[src/sv/idle_state_selector_assert.svh]
`ifndef IDLE_STATE_SELECTOR_ASSERT_SVH
`define IDLE_STATE_SELECTOR_ASSERT_SVH

// same-cycle implication, sampled on clk, off while rst_n is low
`define ISS_ASSERT_NOW(label, ante, cons) \
    label: assert property (@(posedge clk) disable iff (!rst_n) (ante) |-> (cons)) \
        else $error("idle_state_selector check failed");

// next-cycle implication, sampled on clk, off while rst_n is low
`define ISS_ASSERT_NEXT(label, ante, cons) \
    label: assert property (@(posedge clk) disable iff (!rst_n) (ante) |=> (cons)) \
        else $error("idle_state_selector check failed");

`endif

[src/sv/iss_pkg.sv]
package iss_pkg;

    typedef enum logic [1:0] {
        CMD_ADD  = 2'd0,
        CMD_PICK = 2'd1,
        CMD_RES  = 2'd2
    } cmd_t;

    typedef enum logic [1:0] {
        ST_OK   = 2'd0,
        ST_FULL = 2'd1,
        ST_NONE = 2'd2,
        ST_BAD  = 2'd3
    } status_t;

    localparam int ChosenWidth = 3;

    // controller to datapath
    typedef struct packed {
        logic load;
        logic step;
        logic finish;
    } ctrl_cmd_t;

    // datapath to controller
    typedef struct packed {
        logic is_pick;
        logic scan_last;
    } dp_status_t;

endpackage

[src/sv/idle_state_selector.sv]
// operation: start is taken into RUN; pick scans every table slot there before its result, add and
//   residency finish without a scan; done marks the result for one cycle
// flow: one item at a time, a pick bounded by the one-slot-a-cycle table scan; a new
//   start is taken in the done cycle, never while busy
// reset: rst_n clears the controller and every valid mark at once, no clearing pass
module idle_state_selector
    import iss_pkg::*;
#(
    parameter int SLOT_COUNT = 8
)
(
    input  logic        clk,
    input  logic        rst_n,
    input  logic        start,
    output logic        busy,
    input  logic [1:0]  command,
    input  logic [31:0] exit_latency,
    input  logic [31:0] predicted_idle,
    input  logic [3:0]  slot,
    input  logic [63:0] duration,
    output logic        done,
    output logic [1:0]  status,
    output logic [2:0]  chosen_slot,
    output logic [63:0] residency_total
);

`include "idle_state_selector_assert.svh"

    localparam int SW = (SLOT_COUNT > 1) ? $clog2(SLOT_COUNT) : 1;

    ctrl_cmd_t  cmd;
    dp_status_t dp_st;

    iss_ctrl u_ctrl (
        .clk   (clk),
        .rst_n (rst_n),
        .start (start),
        .dp_st (dp_st),
        .cmd   (cmd),
        .busy  (busy),
        .done  (done)
    );

    iss_dp #(
        .SLOT_COUNT (SLOT_COUNT),
        .SW         (SW)
    ) u_dp (
        .clk             (clk),
        .rst_n           (rst_n),
        .cmd             (cmd),
        .dp_st           (dp_st),
        .command         (command),
        .exit_latency    (exit_latency),
        .predicted_idle  (predicted_idle),
        .slot            (slot),
        .duration        (duration),
        .status          (status),
        .chosen_slot     (chosen_slot),
        .residency_total (residency_total)
    );

    `ISS_ASSERT_NOW(a_done_not_busy, done, !busy)
    `ISS_ASSERT_NEXT(a_start_goes_busy, start && !busy, busy)
    `ISS_ASSERT_NEXT(a_done_single, done, !done)
    `ISS_ASSERT_NOW(a_fail_zero, done && (status != ST_OK), {chosen_slot, residency_total} == '0)

endmodule

[src/sv/iss_ctrl.sv]
module iss_ctrl
    import iss_pkg::*;
(
    input  logic       clk,
    input  logic       rst_n,
    input  logic       start,
    input  dp_status_t dp_st,
    output ctrl_cmd_t  cmd,
    output logic       busy,
    output logic       done
);

    typedef enum logic [2:0] {
        S_IDLE = 3'b001,
        S_RUN  = 3'b010,
        S_DONE = 3'b100
    } state_t;

    state_t state_reg;
    state_t state_next;

    assign busy = (state_reg == S_RUN);
    assign done = (state_reg == S_DONE);

    always_comb
    begin
        cmd.load   = start && !busy;
        cmd.step   = (state_reg == S_RUN);
        // non-pick commands finish on their first step, a pick after the last slot
        cmd.finish = cmd.step && (!dp_st.is_pick || dp_st.scan_last);
    end

    always_comb
    begin
        state_next = state_reg;
        case (state_reg)
            S_IDLE:
            begin
                if (cmd.load)
                    state_next = S_RUN;
            end
            S_RUN:
            begin
                if (cmd.finish)
                    state_next = S_DONE;
            end
            S_DONE:
            begin
                if (cmd.load)
                    state_next = S_RUN;
                else
                    state_next = S_IDLE;
            end
            default:
            begin
                state_next = S_IDLE;
            end
        endcase
    end

    always_ff @(posedge clk or negedge rst_n)
    begin
        if (!rst_n)
            state_reg <= S_IDLE;
        else
            state_reg <= state_next;
    end

endmodule

[src/sv/iss_dp.sv]
module iss_dp
    import iss_pkg::*;
#(
    parameter int SLOT_COUNT = 8,
    parameter int SW         = 3
)
(
    input  logic                   clk,
    input  logic                   rst_n,
    input  ctrl_cmd_t              cmd,
    output dp_status_t             dp_st,
    input  logic [1:0]             command,
    input  logic [31:0]            exit_latency,
    input  logic [31:0]            predicted_idle,
    input  logic [3:0]             slot,
    input  logic [63:0]            duration,
    output logic [1:0]             status,
    output logic [ChosenWidth-1:0] chosen_slot,
    output logic [63:0]            residency_total
);

    // table
    logic [SLOT_COUNT-1:0] valid_reg;
    logic [31:0]           lat_mem [SLOT_COUNT];
    logic [63:0]           res_mem [SLOT_COUNT];

    // latched item
    logic [1:0]  cmd_reg;
    logic [31:0] lat_in_reg;
    logic [31:0] idle_reg;
    logic [3:0]  slot_reg;
    logic [63:0] dur_reg;

    // scan state
    logic [SW-1:0] ptr_reg;
    logic          found_reg;
    logic [SW-1:0] best_reg;
    logic [31:0]   best_lat_reg;

    // result registers
    logic [1:0]             status_reg;
    logic [ChosenWidth-1:0] chosen_reg;
    logic [63:0]            total_reg;

    logic [31:0]   cur_lat;
    logic          fits;
    logic          cand;
    logic          found_next;
    logic [SW-1:0] best_next;
    logic [31:0]   best_lat_next;
    logic          any_free;
    logic [SW-1:0] free_idx;
    logic [SW-1:0] slot_idx;
    logic          res_bad;
    logic [63:0]   res_sum;
    logic [3:0]    free_w;
    logic [3:0]    best_w;
    logic          do_add;
    logic          do_res;

    logic [1:0]             status_next;
    logic [ChosenWidth-1:0] chosen_next;
    logic [63:0]            total_next;

    assign dp_st.is_pick   = (cmd_reg == CMD_PICK);
    assign dp_st.scan_last = (ptr_reg == SW'(SLOT_COUNT - 1));

    // one slot of the pick scan; doubled latency kept at 33 bits
    always_comb
    begin
        cur_lat       = lat_mem[ptr_reg];
        fits          = ({cur_lat, 1'b0} <= {1'b0, idle_reg});
        cand          = valid_reg[ptr_reg] && fits && (!found_reg || cur_lat > best_lat_reg);
        found_next    = found_reg || cand;
        best_next     = cand ? ptr_reg : best_reg;
        best_lat_next = cand ? cur_lat : best_lat_reg;
    end

    // lowest free slot
    always_comb
    begin
        any_free = 1'b0;
        free_idx = '0;
        for (int i = SLOT_COUNT - 1; i >= 0; i--)
        begin
            if (!valid_reg[i])
            begin
                any_free = 1'b1;
                free_idx = SW'(i);
            end
        end
    end

    assign slot_idx = slot_reg[SW-1:0];
    assign res_bad  = ({1'b0, slot_reg} >= 5'(SLOT_COUNT)) || !valid_reg[slot_idx];
    assign res_sum  = res_mem[slot_idx] + dur_reg;
    assign free_w   = 4'(free_idx);
    assign best_w   = 4'(best_next);

    assign do_add = cmd.finish && (cmd_reg == CMD_ADD) && any_free;
    assign do_res = cmd.finish && (cmd_reg == CMD_RES) && !res_bad;

    always_comb
    begin
        status_next = ST_BAD;
        chosen_next = '0;
        total_next  = '0;
        case (cmd_reg)
            CMD_ADD:
            begin
                if (any_free)
                begin
                    status_next = ST_OK;
                    chosen_next = free_w[ChosenWidth-1:0];
                end
                else
                    status_next = ST_FULL;
            end
            CMD_PICK:
            begin
                if (found_next)
                begin
                    status_next = ST_OK;
                    chosen_next = best_w[ChosenWidth-1:0];
                end
                else
                    status_next = ST_NONE;
            end
            CMD_RES:
            begin
                if (!res_bad)
                begin
                    status_next = ST_OK;
                    total_next  = res_sum;
                end
            end
            default:
            begin
                status_next = ST_BAD;
            end
        endcase
    end

    always_ff @(posedge clk or negedge rst_n)
    begin
        if (!rst_n)
        begin
            valid_reg <= '0;
            ptr_reg   <= '0;
            found_reg <= 1'b0;
        end
        else
        begin
            if (do_add)
                valid_reg[free_idx] <= 1'b1;
            if (cmd.load)
            begin
                ptr_reg   <= '0;
                found_reg <= 1'b0;
            end
            else if (cmd.step && dp_st.is_pick)
            begin
                ptr_reg   <= ptr_reg + SW'(1);
                found_reg <= found_next;
            end
        end
    end

    always_ff @(posedge clk)
    begin
        if (do_add)
        begin
            lat_mem[free_idx] <= lat_in_reg;
            res_mem[free_idx] <= '0;
        end
        else if (do_res)
            res_mem[slot_idx] <= res_sum;
    end

    always_ff @(posedge clk)
    begin
        if (cmd.load)
        begin
            cmd_reg    <= command;
            lat_in_reg <= exit_latency;
            idle_reg   <= predicted_idle;
            slot_reg   <= slot;
            dur_reg    <= duration;
        end
        if (cmd.step && dp_st.is_pick)
        begin
            best_reg     <= best_next;
            best_lat_reg <= best_lat_next;
        end
        if (cmd.finish)
        begin
            status_reg <= status_next;
            chosen_reg <= chosen_next;
            total_reg  <= total_next;
        end
    end

    assign status          = status_reg;
    assign chosen_slot     = chosen_reg;
    assign residency_total = total_reg;

endmodule

[config.mk]
export PLATFORM = sky130hd
export DESIGN_NAME = idle_state_selector
export DESIGN_NICKNAME = d
export VERILOG_FILES = /design/src/sv/iss_pkg.sv /design/src/sv/idle_state_selector.sv /design/src/sv/iss_ctrl.sv /design/src/sv/iss_dp.sv
export VERILOG_INCLUDE_DIRS = /design/src /design/src/sv
export SDC_FILE = /design/constraint.sdc
export NUM_CORES = 1
export LEC_CHECK = 0
export BUFFER_PORTS_ARGS = -buffer_cell sky130_fd_sc_hd__buf_2
export CAP_MARGIN = 10
export CORE_ASPECT_RATIO = 1.5
export CORE_UTILIZATION = 30
export CTS_CLUSTER_DIAMETER = 80
export DETAILED_ROUTE_END_ITERATION = 6
export PLACE_DENSITY = 0.51
export SETUP_SLACK_MARGIN = 0.15
export SYNTH_ARGS = -nofsm -noshare
export SYNTH_HDL_FRONTEND = slang
export SYNTH_SLANG_ARGS = --single-unit
[constraint.sdc]
create_clock -name clk -period 7.6 [get_ports clk]
set_input_delay 1.14 -clock clk [delete_from_list [all_inputs] [get_ports clk]]
set_output_delay 1.14 -clock clk [all_outputs]
set_load 0.02 [all_outputs]
Yosys cells after proc, flatten, opt, wreduce, memory -nomap -nowiden
Memories as Yosys holds them, arrays and structs flattened. A register that Yosys moved wholly into a read port is not among the register bits. Index checks and enable logic that the tools add are counted.

Logic and storage cells: 107. Memories kept: 2. Output and inout bits: 71. Input bits: 137. RAM bits: 768. Register bits: 253.

Memories: u_dp.res_mem (depth 8, width 64, read ports 1, clocked after memory_dff 1, wr ports 1, line iss_dp.sv:25) `logic [63:0] res_mem [SLOT_COUNT];`; u_dp.lat_mem (depth 8, width 32, read ports 1, clocked after memory_dff 0, wr ports 1, line iss_dp.sv:24) `logic [31:0] lat_mem [SLOT_COUNT];`.

Magnitude comparators: 7. Bitwise operators: 2. Equal/unequal tests: 8. Reduce and logical (&&, ||, !) cells: 25. Mux-type cells: 47. Add/sub/neg operators: 2.

Operator list (number): adder 64 bit (1); two-way mux 64 bit (1); OR reduction 64 bit (1); two-way mux 3 bit (17); less-or-equal comparator 33 x 32 -> 1 bit (1); greater-than comparator 32 bit (1); two-way mux 1 bit (20); less-than comparator 3 x 4 -> 1 bit (second input constant) (3); logical AND 1 bit (10); case mux 3 bit (3 select lines) (1); OR 8 bit (1); binary-select mux 1 bit (select 3 bit) (2); == test 3 bit (second input constant) (2); two-way mux 2 bit (3); case mux 2 bit (3 select lines) (1); case mux 3 bit (2 select lines) (1); logical NOT 1 bit (5); >= comparator 4 bit (second input constant) (1); logical OR 1 bit (4); AND reduction 2 bit (2); adder 3 x 1 -> 3 bit (second input constant) (1); demux 1 bit (select 3 bit) (1); == test 3 x 1 -> 1 bit (second input constant) (1); == test 3 x 2 -> 1 bit (second input constant) (1); other kinds (9) (9).

Depth between registers and ports, before layout
Gate-level depths: netlist (run 1).

Depth after elaboration: 13. Gate-level depth with buffers: 17. Depth with buffers taken out: 15.

Hierarchy
Synthesis (run 1) repeated with hierarchy kept, for this count alone.

Cells, all modules: 2410. Area total of the unflattened synthesis: 42853.6 µm².

By module, submodules not included: iss_dp (times used 1, cells an instance 2396, sequential area each 30569.3 µm², area an instance 42685.9 µm²); iss_ctrl (times used 1, cells an instance 14, sequential area each 76.3 µm², area an instance 167.7 µm²).

Least setup slack after synthesis (run 1)
OpenSTA, ideal clock, no wires.

Path kind: register to register. From: register u_ctrl.state_reg[0]. To: memory u_dp.lat_mem[5][0], enable pin. Data required time: 7095 ps. Setup slack: 1088 ps. Library setup time: 505 ps. Cell stages (with the launch flop): 8. Arrival time: 6007 ps. Buffers on the path: 0. Clock period less this slack: 6512 ps. Path through: dfstp_2 nand2b_1 or2_2 inv_1 o21ai_0 inv_1 nand2_1 nor4_1.

RTL lines: from (decl) (line iss_ctrl.sv:19) `state_t state_reg;`; from (signal assigned) (line iss_ctrl.sv:66) `state_reg <= state_next;`; to (decl) (line iss_dp.sv:24).

==> impl_results.rst, run 1 <==
.. list-table::
   :header-rows: 1

   * - Metric
     - Value
   * - Area of combinational cells with multiple inputs
     - 11,700 um^2
   * - VDD IR-drop max
     - about 0.18 mV
   * - Status
     - completed
   * - DRT iter0 DRCs
     - 1,612
   * - Capturing element type of the critical path
     - register
   * - Maximum single-stage delay on the critical path
     - 940 ps
   * - Number of different library cells in the post-synthesis netlist
     - 77
   * - Number of buffer cells added on primary ports
     - ~210
   * - Max Root-Sink Buffers
     - 3
   * - Max_cap viols
     - 0
   * - Detailed-route via count
     - 22,600
   * - Clock transition at the register clock pins on the worst setup and hold paths after CTS
     - 70 ps
   * - Tightest Pin Transition
     - 1130 ps
   * - Length of the first detailed-routing pass in iterations
     - 6
   * - Type of the tightest min-delay check
     - in2async
   * - Register cell area after layout
     - 30,700 um^2
   * - Synth area leaders
     - edfxtp_1 70%, mux4_2 10%, ha_1 3.7%, mux2_2 2.6%, nor2_1 1.6%
   * - Number of DRC violations after detailed routing
     - 0
   * - Synthesized cell area
     - 42,900 um^2
   * - Max reg flops
     - a little over 500
   * - Total Routed Length
     - 111,000 um
   * - Number of global-route vias before repair
     - 24,600
   * - Effective utilization at floorplan
     - 30.3%
   * - Worst Clk Skew
     - roughly 38 ps
   * - Data required time of the critical path
     - 8060 ps
   * - Number of nets in the final layout
     - 2,923
   * - Layout area overhead
     - 15.8%
   * - Number of flops mapped to enable cells by yosys
     - slightly above 1,000
   * - Clock Latency Late Sink
     - 720 ps
   * - Arrival time at the worst endpoint
     - ~6400 ps
   * - Sequential fraction of the synthesis area
     - 71.4%
   * - Mapped Avg Cell Area
     - 17.9 um^2
   * - H-tree levels
     - 3
   * - Main synth FF type
     - edfxtp_1
   * - Most frequent cells after synthesis
     - 1,006 x edfxtp_1, 196 x mux4_2, 182 x nor2_1
   * - Detailed-route vias per instance
     - approximately 5
   * - Global Route Usage Sum
     - between 10% and 20%
   * - Fraction of final layout cells sized beyond drive strength 1
     - 27.1%
   * - Global-route wire length before repair
     - 164,000 um
   * - Total overflow reported by the global router
     - 0
   * - Number of clock buffers inserted by TritonCTS
     - 104
   * - Gate count after technology mapping
     - about 2,400
   * - Wire length per cell
     - roughly 24 um
   * - Hold Buf Count CTS
     - 0
   * - Most flops, register
     - u_dp.res_mem
   * - Setup CP Type
     - reg2reg
   * - Detailed-route wire length on metal 1
     - between 40,000 and 50,000 um
   * - Worst path buffer plus inverter count
     - 2
   * - HPWL reported at the end of detailed placement
     - 72,500 um
   * - Number of synthesized register bits
     - 1,024
   * - Share of flip-flops with an asynchronous set or reset
     - between 1 and 1.5%
   * - Die Area
     - 145,000 um^2
   * - Cells along the critical path
     - buf_12 -> buf_4 -> mux4_2 -> mux2_2 -> ha_1 -> a21o_1 -> a31oi_1 -> a21oi_1 -> nand3_1 -> a21oi_1 -> o21ai_2 -> o31ai_4 -> a31oi_1 -> xor2_1 -> nor2_1
   * - Registers with the highest flip-flop counts
     - u_dp.res_mem x512, u_dp.lat_mem x256
   * - Leakage component of the power
     - 15.6 nW
   * - Cell with the largest stage delay on the worst path
     - dfxtp_4
   * - Number of warnings printed during yosys synthesis
     - 0
   * - CTS tree
     - built
   * - Net count after synthesis
     - approximately 2,700
   * - Cell area after placement
     - 46,400 um^2
   * - Final RePlAce weighted congestion
     - roughly 0.90
   * - Maximum number of pins on one net before global-route repair
     - 65
   * - Headroom to the max-slew limit
     - 24.7%
   * - Horiz. Die Dim
     - 311 um
   * - Area inside the core boundary
     - 142,000 um^2
   * - Met2 wire length
     - 55,100 um
   * - Setup Viol. Count Final
     - 0
   * - Layout fillers
     - 13,500
   * - Final critical path time including I/O delays and setup
     - between 5000 and 6000 ps
   * - Fin area
     - between 40,000 and 50,000 um^2
   * - Cell with the most instances after synthesis
     - edfxtp_1
   * - Sink Count
     - ~1,000
   * - Cell type group with the largest total delay on the critical path
     - compound AO/OA/AOI/OAI gates
   * - Maximum operating frequency
     - 170 MHz
   * - Vert. Die Dim
     - 465 um
   * - Total number of placement rows
     - 169
   * - Top fanout value on the critical path
     - 43
   * - Startpoint kind of the worst setup timing path
     - register
   * - Fraction of post-synthesis cell area in the top cell type by area
     - 70.4%
   * - Library cell with the largest summed area after synthesis
     - edfxtp_1
   * - Antenna-violating nets left
     - 0
   * - Power density cells
     - approximately 270 nW/um^2
   * - I/O pin count
     - roughly 210
   * - Number of hold-slack violations in the final timing report
     - 0
   * - Root Driver
     - clkbuf_16
   * - Unrepaired setup endpoints after global routing
     - no
   * - Accumulated negative setup slack
     - 0 ps
   * - Initial antenna violation count
     - 15
   * - Final worst-path cycle share
     - between 70% and 80%
   * - Setup Buffers After CTS
     - 0
   * - Highest metal layer with signal wires
     - met5
   * - Final Max Tran Viols
     - 0
   * - Cts repair resizes
     - 0
   * - Total length of routed met3 wires
     - 5180 um
   * - Final core utilization
     - 35.1%
-- logic make-up after synthesis --
logic type	count (synthesis)	synth area share [%]
AND/OR/NAND/NOR	395	4.18
multiplexers	300	13.0
AO/OA/AOI/OAI	307	4.70
flip-flops	1024	71.4
buffers and inverters	186	1.68
XOR/XNOR	61	1.25
adder cells (fa/ha/maj)	129	3.78
-- cell type report --
class,count,area share [%]
multi-input combinational,1192,23.4
clock inverter,62,1.22
tap,1881,4.74
inverter,89,0.675
antenna,2,0.0101
timing repair buffer,246,2.77
sequential,1024,61.7
clock buffer,126,5.45
-- layer usage --
layer	track usage, %	vias to the layer above
li1	-	10100
met1	20.0	11800
met2	26.4	583
met3	2.48	140
met4	4.38	4
met5	0	-
-- where the power goes --
group | internal (W) | switching, W
logic | 0.000760 | 0.00124
clock network | 0.00282 | 0.00220
registers | 0.00641 | 0.000214
total | 0.00999 | 0.00365
-- per-stage QoR --
stage | worst slack, ps | instances | power, W | hold slack, ps
6_report | 1700 | 4622 | 0.0136 | 358
3_3_place_gp | 1710 | 4432 | 0.00876 | 517
2_1_floorplan | 1090 | 2402 | 0.00802 | 486
5_1_grt | 1260 | 4620 | 0.0142 | 353
4_1_cts | 1510 | 4620 | 0.0138 | 304
3_5_place_dp | 1520 | 4432 | 0.00876 | 562
-- worst register-to-register path: stages (launching register included) --
cell	delay [ps]
dfxtp_4	940
buf_12	410
buf_4	440
mux4_2	530
mux2_2	310
ha_1	420
a21o_1	200
a31oi_1	70
a21oi_1	230
nand3_1	150
a21oi_1	640
o21ai_2	260
o31ai_4	360
a31oi_1	160
xor2_1	180
nor2_1	360
-- cells in the final DEF (no fill, tap or decap), types with 19 or more instances in the layout --
cell type / synthesis / routed
a21o_1: 42 / 42
a21oi_1: 97 / 97
buf_2: 5 / 207
buf_4: 4 / 35
clkbuf_1: 72 / 21
clkbuf_16: 0 / 105
clkinv_1: 0 / 19
clkinv_2: 0 / 20
edfxtp_1: 1006 / 1006
ha_1: 128 / 128
inv_1: 89 / 88
mux2_2: 99 / 99
mux4_2: 196 / 196
nand2_1: 89 / 88
nand4_1: 29 / 29
nor2_1: 182 / 171
o21a_1: 21 / 21
o21ai_0: 55 / 55
xnor2_1: 32 / 32
xor2_1: 29 / 29
-- worst paths after layout --
kind / from / end / slack, ps / depth (start not counted)
setup / recovery: register / u_dp.res_mem[0][62]$_DFFE_PP_ / 1700 / 15
hold / removal: rst_n / u_ctrl.state_reg[1]$_DFFE_PN0P_ / 360 / 1
setup reg to reg: register / u_dp.res_mem[0][62]$_DFFE_PP_ / 1700 / 15
hold reg to reg: u_ctrl.state_reg[2]$_DFFE_PN0P_ / u_ctrl.state_reg[1]$_DFFE_PN0P_ / 550 / 1
max in group asynchronous: rst_n / u_ctrl.state_reg[0]$_DFFE_PN1P_ / 6920 / 1
min in group clk: u_ctrl.state_reg[2]$_DFFE_PN0P_ / u_ctrl.state_reg[1]$_DFFE_PN0P_ / 550 / 1
No activity file was read; power rests on OpenSTA's default activity.
==> inputs of run 2 (changes only) <==
clock period = 5.8 ns   (was 7.6 ns; I/O delays follow)
==> run 2 against run 1 <==
  * Sequential share of layout area decreased by 0.13 points
  * Setup slack lost 1100 ps
  * Wire length about the same
  * Final cell count hardly changed
  * Utilization rose by 0.075 points
  * Flip-flop and latch count is the same
  * Power rose by 30%
  * Critical path type unchanged
  * Largest cell class unchanged
  * Largest power group unchanged
==> impl_results.rst, run 2 (synthesis gave the netlist of run 1 again) <==
.. list-table::
   :header-rows: 1

   * - Metric
     - Value
   * - Final worst-path cycle share
     - 89.2%
   * - Most common cell after layout, fill and taps aside
     - edfxtp_1
   * - Headroom to the max-slew limit
     - 25.2%
   * - Clock transition at the register clock pins on the worst setup and hold paths after CTS
     - 60 ps
   * - Cells along the critical path
     - buf_12 -> buf_4 -> mux4_2 -> mux2_2 -> ha_1 -> nand3_1 -> nor4_1 -> nand4_1 -> o21ai_0 -> nand2_1 -> a311oi_2 -> and2_1 -> buf_4
   * - Global Route Usage Sum
     - between 10% and 20%
   * - Initial antenna violation count
     - 12
   * - Most common cell type on the critical path
     - buf_4
   * - Top fanout value on the critical path
     - 36
   * - Met1 Usage GRT
     - a little under 20%
   * - Most flops, register
     - u_dp.res_mem
   * - Layout area overhead
     - 16.1%
   * - Setup Viol. Count Final
     - 0
   * - Maximum single-stage delay on the critical path
     - 940 ps
   * - CTS tree
     - built
   * - Layout fillers
     - between 10,000 and 15,000
   * - H-tree levels
     - 3
   * - Capturing element type of the critical path
     - register
   * - Wire length per cell
     - 24.0 um
   * - Total placed cells including tap cells
     - 4,443
   * - Sink Count
     - 1,024
   * - DRT iter0 DRCs
     - 1,795
   * - Detailed-route vias per instance
     - 4.90
   * - Arrival time at the worst endpoint
     - 5490 ps
   * - Startpoint kind of the worst setup timing path
     - register
   * - Registers with the highest flip-flop counts
     - u_dp.res_mem x512, u_dp.lat_mem x256
   * - VDD IR-drop max
     - 0.257 mV
   * - Root Driver
     - clkbuf_16
   * - Worst Clk Skew
     - a little under 40 ps
   * - Accumulated negative setup slack
     - 0 ps
   * - Clock Latency Late Sink
     - 730 ps
   * - Worst path buffer plus inverter count
     - 3
   * - Number of clock buffers inserted by TritonCTS
     - 99
   * - Horiz. Die Dim
     - 311 um
   * - Final critical path time including I/O delays and setup
     - just over 5000 ps
   * - Number of global-route vias before repair
     - roughly 24,000
   * - GR peak layer
     - met2
   * - Total number of placement rows
     - 169
   * - Max reg flops
     - slightly above 500
   * - Effective utilization at floorplan
     - 30.3%
   * - HPWL reported at the end of detailed placement
     - 71,700 um
   * - Total Routed Length
     - 111,000 um
   * - Die Area
     - 145,000 um^2
   * - Maximum operating frequency
     - between 150 and 200 MHz
   * - Final RePlAce weighted congestion
     - 0.940
   * - Register cell area after layout
     - 30,700 um^2
   * - I/O pin count
     - 208
   * - Power density cells
     - about 360 nW/um^2
   * - Data required time of the critical path
     - 6120 ps
   * - Fraction of final layout cells sized beyond drive strength 1
     - 27.3%
   * - Top library cells by usage in the layout, fill and taps aside
     - 1,006 x edfxtp_1, 207 x buf_2, 196 x mux4_2, 171 x nor2_1, 128 x ha_1
   * - Antenna-violating nets left
     - 0
   * - Status
     - completed
   * - Hold Buf Count CTS
     - 0
   * - Fraction of met2 tracks used by global routing
     - 26.2%
   * - Number of buffer cells added on primary ports
     - 207
   * - Number of DRC violations after detailed routing
     - 0
   * - Fraction of met3 tracks used by global routing
     - under 10%
   * - Length of the first detailed-routing pass in iterations
     - 7
   * - Area inside the core boundary
     - 142,000 um^2
   * - Max Root-Sink Buffers
     - 3
   * - Final Max Tran Viols
     - 0
   * - Max_cap viols
     - 0
   * - Total power draw
     - 0.0177 W
   * - Total overflow reported by the global router
     - 0
   * - Tightest Pin Transition
     - 1110 ps
   * - Setup CP Type
     - reg2reg
   * - Global-route wire length before repair
     - 164,000 um
   * - Cell with the largest stage delay on the worst path
     - dfrtp_4
   * - Cell type group with the largest total delay on the critical path
     - simple AND/OR/NAND/NOR gates
   * - Detailed-route via count
     - 22,700
   * - Vert. Die Dim
     - 465 um
   * - Unrepaired setup endpoints after global routing
     - no
   * - Leakage component of the power
     - between 15 and 20 nW
   * - Type of the tightest min-delay check
     - in2async
   * - Number of nets in the final layout
     - 2,929
   * - Maximum number of pins on one net before global-route repair
     - 140
   * - Area of combinational cells with multiple inputs
     - 11,700 um^2
   * - Number of hold-slack violations in the final timing report
     - 0
   * - Number of non-filler instances in the completed layout
     - 4,624
## run 2: repair_timing
| item | CTS | global route |
|---|---|---|
| setup endpoints to repair | 0 | 8 |
| buffers inserted | 0 | 0 |
| gates resized for setup | 0 | 1 |
| endpoints found under the hold margin | 0 | 0 |
## run 2: path summary, 6_finish.rpt
path / from / end / slack, ps / depth (start not counted)
worst max-delay path: u_dp.ptr_reg[0]$_DFFE_PN0P_ / u_dp.best_lat_reg[27]$_DFFE_PP_ / 630 / 13
worst min-delay path: rst_n / u_dp.found_reg$_DFFE_PN0P_ / 80 / 1
worst max register to register: u_dp.ptr_reg[0]$_DFFE_PN0P_ / u_dp.best_lat_reg[27]$_DFFE_PP_ / 630 / 13
worst min register to register: u_ctrl.state_reg[2]$_DFFE_PN0P_ / u_ctrl.state_reg[1]$_DFFE_PN0P_ / 550 / 1
max in group asynchronous: rst_n / u_ctrl.state_reg[0]$_DFFE_PN1P_ / 5390 / 1
min in group clk: duration[29] / u_dp.dur_reg[29]$_DFFE_PP_ / 320 / 1
## run 2: final cells by class
type	instances	share of cell area, %
Sequential cell	1024	61.6
Clock inverter	55	1.16
Tap cell	1881	4.73
Timing Repair Buffer	257	3.21
Antenna cell	1	0.00502
Multi-Input combinational cell	1192	23.4
Inverter	89	0.673
Clock buffer	125	5.23
## run 2: power by group
part | switching [W] | internal [W]
combinational | 0.00170 | 0.00103
sequential | 0.000228 | 0.00840
clock | 0.00281 | 0.00356
## run 2: stage by stage
stage	utilization, %	instance area, um^2	hold WS [ps]	setup WS (ps)
finish	35.2	49800	82.2	628
global route	35.2	49800	87.5	256
CTS	35.1	49800	35.0	241
detailed placement	32.9	46600	534	272
global placement	32.9	46600	520	337
floorplan	-	42900	486	203
## run 2: worst register-to-register path, stage by stage (launching register included)
cell and delay, ps:
dfrtp_4 940, buf_12 340, buf_4 300, mux4_2 520, mux2_2 310, ha_1 310
nand3_1 110, nor4_1 440, nand4_1 160, o21ai_0 140, nand2_1 160, a311oi_2 420
and2_1 200, buf_4 410
## run 2: metal layers
layer,share of wire (%),up-vias
li1,-,10100
met1,42,11800
met2,50,692
met3,5.4,167
met4,2.5,6
met5,0.034,-
==> inputs of run 3 (changes only) <==
clock period = 6.55 ns   (was 5.8 ns; I/O delays follow)
==> run 3 against run 2 <==
  * Count of clock-buffer cells in the layout down 11
  * Clock power down 8.6%
  * First-iteration DRC count up 3.3%
  * Cell area up 0.30%
  * Global-route usage down 0.15 points
  * Utilization up 0.11 points
  * Final cell count up 0.24%
  * Clock skew up 20 ps
  * Largest power group unchanged
  * Power down 11%
  * Setup slack better by 190 ps
  * Die area unchanged
==> impl_results.rst, run 3 (synthesis gave the netlist of run 1 again) <==
.. list-table::
   :header-rows: 1

   * - Metric
     - Value
   * - Status
     - completed
   * - HPWL reported at the end of detailed placement
     - approximately 73,000 um
   * - Area of combinational cells with multiple inputs
     - 11,700 um^2
   * - Power density cells
     - 317 nW/um^2
   * - Clock Latency Late Sink
     - 740 ps
   * - Unrepaired setup endpoints after global routing
     - no
   * - Number of clock buffers inserted by TritonCTS
     - approximately 100
   * - Type of the tightest min-delay check
     - in2async
   * - Total number of placement rows
     - 169
   * - Area inside the core boundary
     - 142,000 um^2
   * - H-tree levels
     - 3
   * - Setup ws final
     - 815 ps
   * - Most common cell type on the critical path
     - nor2_1
   * - Final Max Tran Viols
     - 0
   * - Maximum single-stage delay on the critical path
     - 790 ps
   * - Setup CP Type
     - reg2reg
   * - Tightest Pin Transition
     - around 1100 ps
   * - Vert. Die Dim
     - approximately 470 um
   * - DRT iter0 DRCs
     - between 1,500 and 2,000
   * - Comb pwr share
     - 15.0%
   * - Cells along the critical path
     - buf_12 -> mux4_2 -> mux2_2 -> ha_1 -> nand4_1 -> nor2_1 -> nand3_1 -> a21oi_1 -> o21ai_2 -> o31ai_4 -> a31oi_1 -> xor2_1 -> nor2_1
   * - Most flops, register
     - u_dp.res_mem
   * - Global-route wire length before repair
     - about 160,000 um
   * - Clock power frac
     - 36.7%
   * - Number of non-filler instances in the completed layout
     - 4,635
   * - Horiz. Die Dim
     - 311 um
   * - Number of global-route vias before repair
     - ~24,000
   * - Net switching power
     - ~0.0043 W
   * - Fraction of final layout cells sized beyond drive strength 1
     - between 20% and 30%
   * - Hold Buf Count CTS
     - 0
   * - Registers with the highest flip-flop counts
     - u_dp.res_mem x512, u_dp.lat_mem x256
   * - Die Area
     - 145,000 um^2
   * - Top library cells by usage in the layout, fill and taps aside
     - 1,006 x edfxtp_1, 207 x buf_2, 196 x mux4_2, 171 x nor2_1, 128 x ha_1
   * - Setup Buffers After CTS
     - 0
   * - Clock transition at the register clock pins on the worst setup and hold paths after CTS
     - 70 ps
   * - Length of the first detailed-routing pass in iterations
     - 7
   * - Maximum operating frequency
     - 174 MHz
   * - Root Driver
     - clkbuf_16
   * - Number of hold-slack violations in the final timing report
     - 0
   * - Number of buffer cells added on primary ports
     - 207
   * - Cts repair resizes
     - 0
   * - CTS tree
     - built
   * - Total overflow reported by the global router
     - 0
   * - Maximum number of pins on one net before global-route repair
     - 70
   * - Worst R2R Path Depth
     - 13
   * - Number of DRC violations after detailed routing
     - 0
   * - Total Routed Length
     - 111,000 um
   * - I/O pin count
     - between 200 and 250
   * - Leakage component of the power
     - ~16 nW
   * - Detailed-route via count
     - approximately 23,000
   * - Max Root-Sink Buffers
     - 3
   * - VDD IR-drop max
     - 0.211 mV
   * - Detailed-route vias per instance
     - 4.87
   * - Total placed cells including tap cells
     - 4,446
   * - Part of the total power dissipated in sequential elements
     - 48.3%
   * - Capturing element type of the critical path
     - register
   * - Data required time of the critical path
     - 7010 ps
   * - Internal Dissipation
     - between 0.01 and 0.015 W
   * - Setup Viol. Count Final
     - 0
   * - Cell with the largest stage delay on the worst path
     - dfxtp_4
   * - Layout fillers
     - 13,400
   * - Max reg flops
     - 512
   * - Accumulated negative setup slack
     - 0 ps
   * - Final worst-path cycle share
     - 87.6%
   * - Final RePlAce weighted congestion
     - ~0.9
   * - Most common cell after layout, fill and taps aside
     - edfxtp_1
   * - Layout area overhead
     - 16.4%
   * - Global Route Usage Sum
     - around 15%
   * - Startpoint kind of the worst setup timing path
     - register
   * - Total power draw
     - 0.0159 W
   * - Number of nets in the final layout
     - 2,932
   * - Sink Count
     - 1,024
   * - Top fanout value on the critical path
     - 56
   * - Wire length per cell
     - 23.9 um
   * - Initial antenna violation count
     - 15
   * - Critical path depth in cells
     - 13
   * - Effective utilization at floorplan
     - 30.3%
   * - Headroom to the max-slew limit
     - between 20% and 30%
   * - Cell type group with the largest total delay on the critical path
     - simple AND/OR/NAND/NOR gates
   * - Worst path buffer plus inverter count
     - 1
   * - Max_cap viols
     - 0
   * - Pre-CTS setup slack
     - 639 ps
   * - Register cell area after layout
     - 30,700 um^2
   * - Arrival time at the worst endpoint
     - 6200 ps
   * - Final critical path time including I/O delays and setup
     - 5730 ps
   * - Switching power share of the total
     - a little over a quarter
   * - Worst Clk Skew
     - 59.6 ps
   * - Antenna-violating nets left
     - 0
run 3: layer usage:
metal  wire length (um)  track usage, %  up-vias
met2              55100            26.1      662
met1              47200            19.8    11700
met4               2320            4.35        4
met5                 28               0        -
met3               6260            2.56      135
li1                   -               -    10100
run 3: final cells by class:
type,count,area share [%]
Inverter,89,0.671
Clock inverter,72,1.55
Clock buffer,114,5.11
Multi-Input combinational cell,1192,23.3
Timing Repair Buffer,260,3.22
Sequential cell,1024,61.4
Antenna cell,3,0.0150
Tap cell,1881,4.71
run 3: path summary, 6_finish.rpt:
| check | from | to | slack, ps |
|---|---|---|---|
| worst max-delay path | register | u_dp.res_mem[5][58]$_DFFE_PP_ | 820 |
| worst min-delay path | rst_n | u_ctrl.state_reg[2]$_DFFE_PN0P_ | 190 |
| worst max register to register | register | u_dp.res_mem[5][58]$_DFFE_PP_ | 820 |
| worst min register to register | u_ctrl.state_reg[2]$_DFFE_PN0P_ | u_ctrl.state_reg[1]$_DFFE_PN0P_ | 560 |
| max in group asynchronous | rst_n | u_ctrl.state_reg[0]$_DFFE_PN1P_ | 6060 |
| min in group clk | duration[41] | u_dp.dur_reg[41]$_DFFE_PP_ | 410 |
run 3: power by group through the flow:
stage / combinational [W] / sequential [W] / clock (W)
after CTS: 0.00241 / 0.00767 / 0.00597
after global routing: 0.00257 / 0.00768 / 0.00619
after detailed placement: 0.00239 / 0.00780 / 0
after floorplan: 0.00158 / 0.00773 / 0
final: 0.00238 / 0.00766 / 0.00582
after global placement: 0.00238 / 0.00779 / 0
run 3: worst reg2reg max path: stages, from the launching register on:
cell and delay, ps:
dfxtp_4 790, buf_12 480, mux4_2 620, mux2_2 320, ha_1 440, nand4_1 250
nor2_1 570, nand3_1 190, a21oi_1 540, o21ai_2 250, o31ai_4 360, a31oi_1 150
xor2_1 170, nor2_1 350
run 3: through the flow:
| stage | area, um^2 | hold WS, ps | utilization [%] |
|---|---|---|---|
| 2_1_floorplan | 42900 | 486 | - |
| 3_3_place_gp | 46600 | 508 | 32.9 |
| 3_5_place_dp | 46600 | 548 | 32.9 |
| 4_1_cts | 49900 | 144 | 35.3 |
| 5_1_grt | 49900 | 187 | 35.3 |
| 6_report | 50000 | 194 | 35.3 |
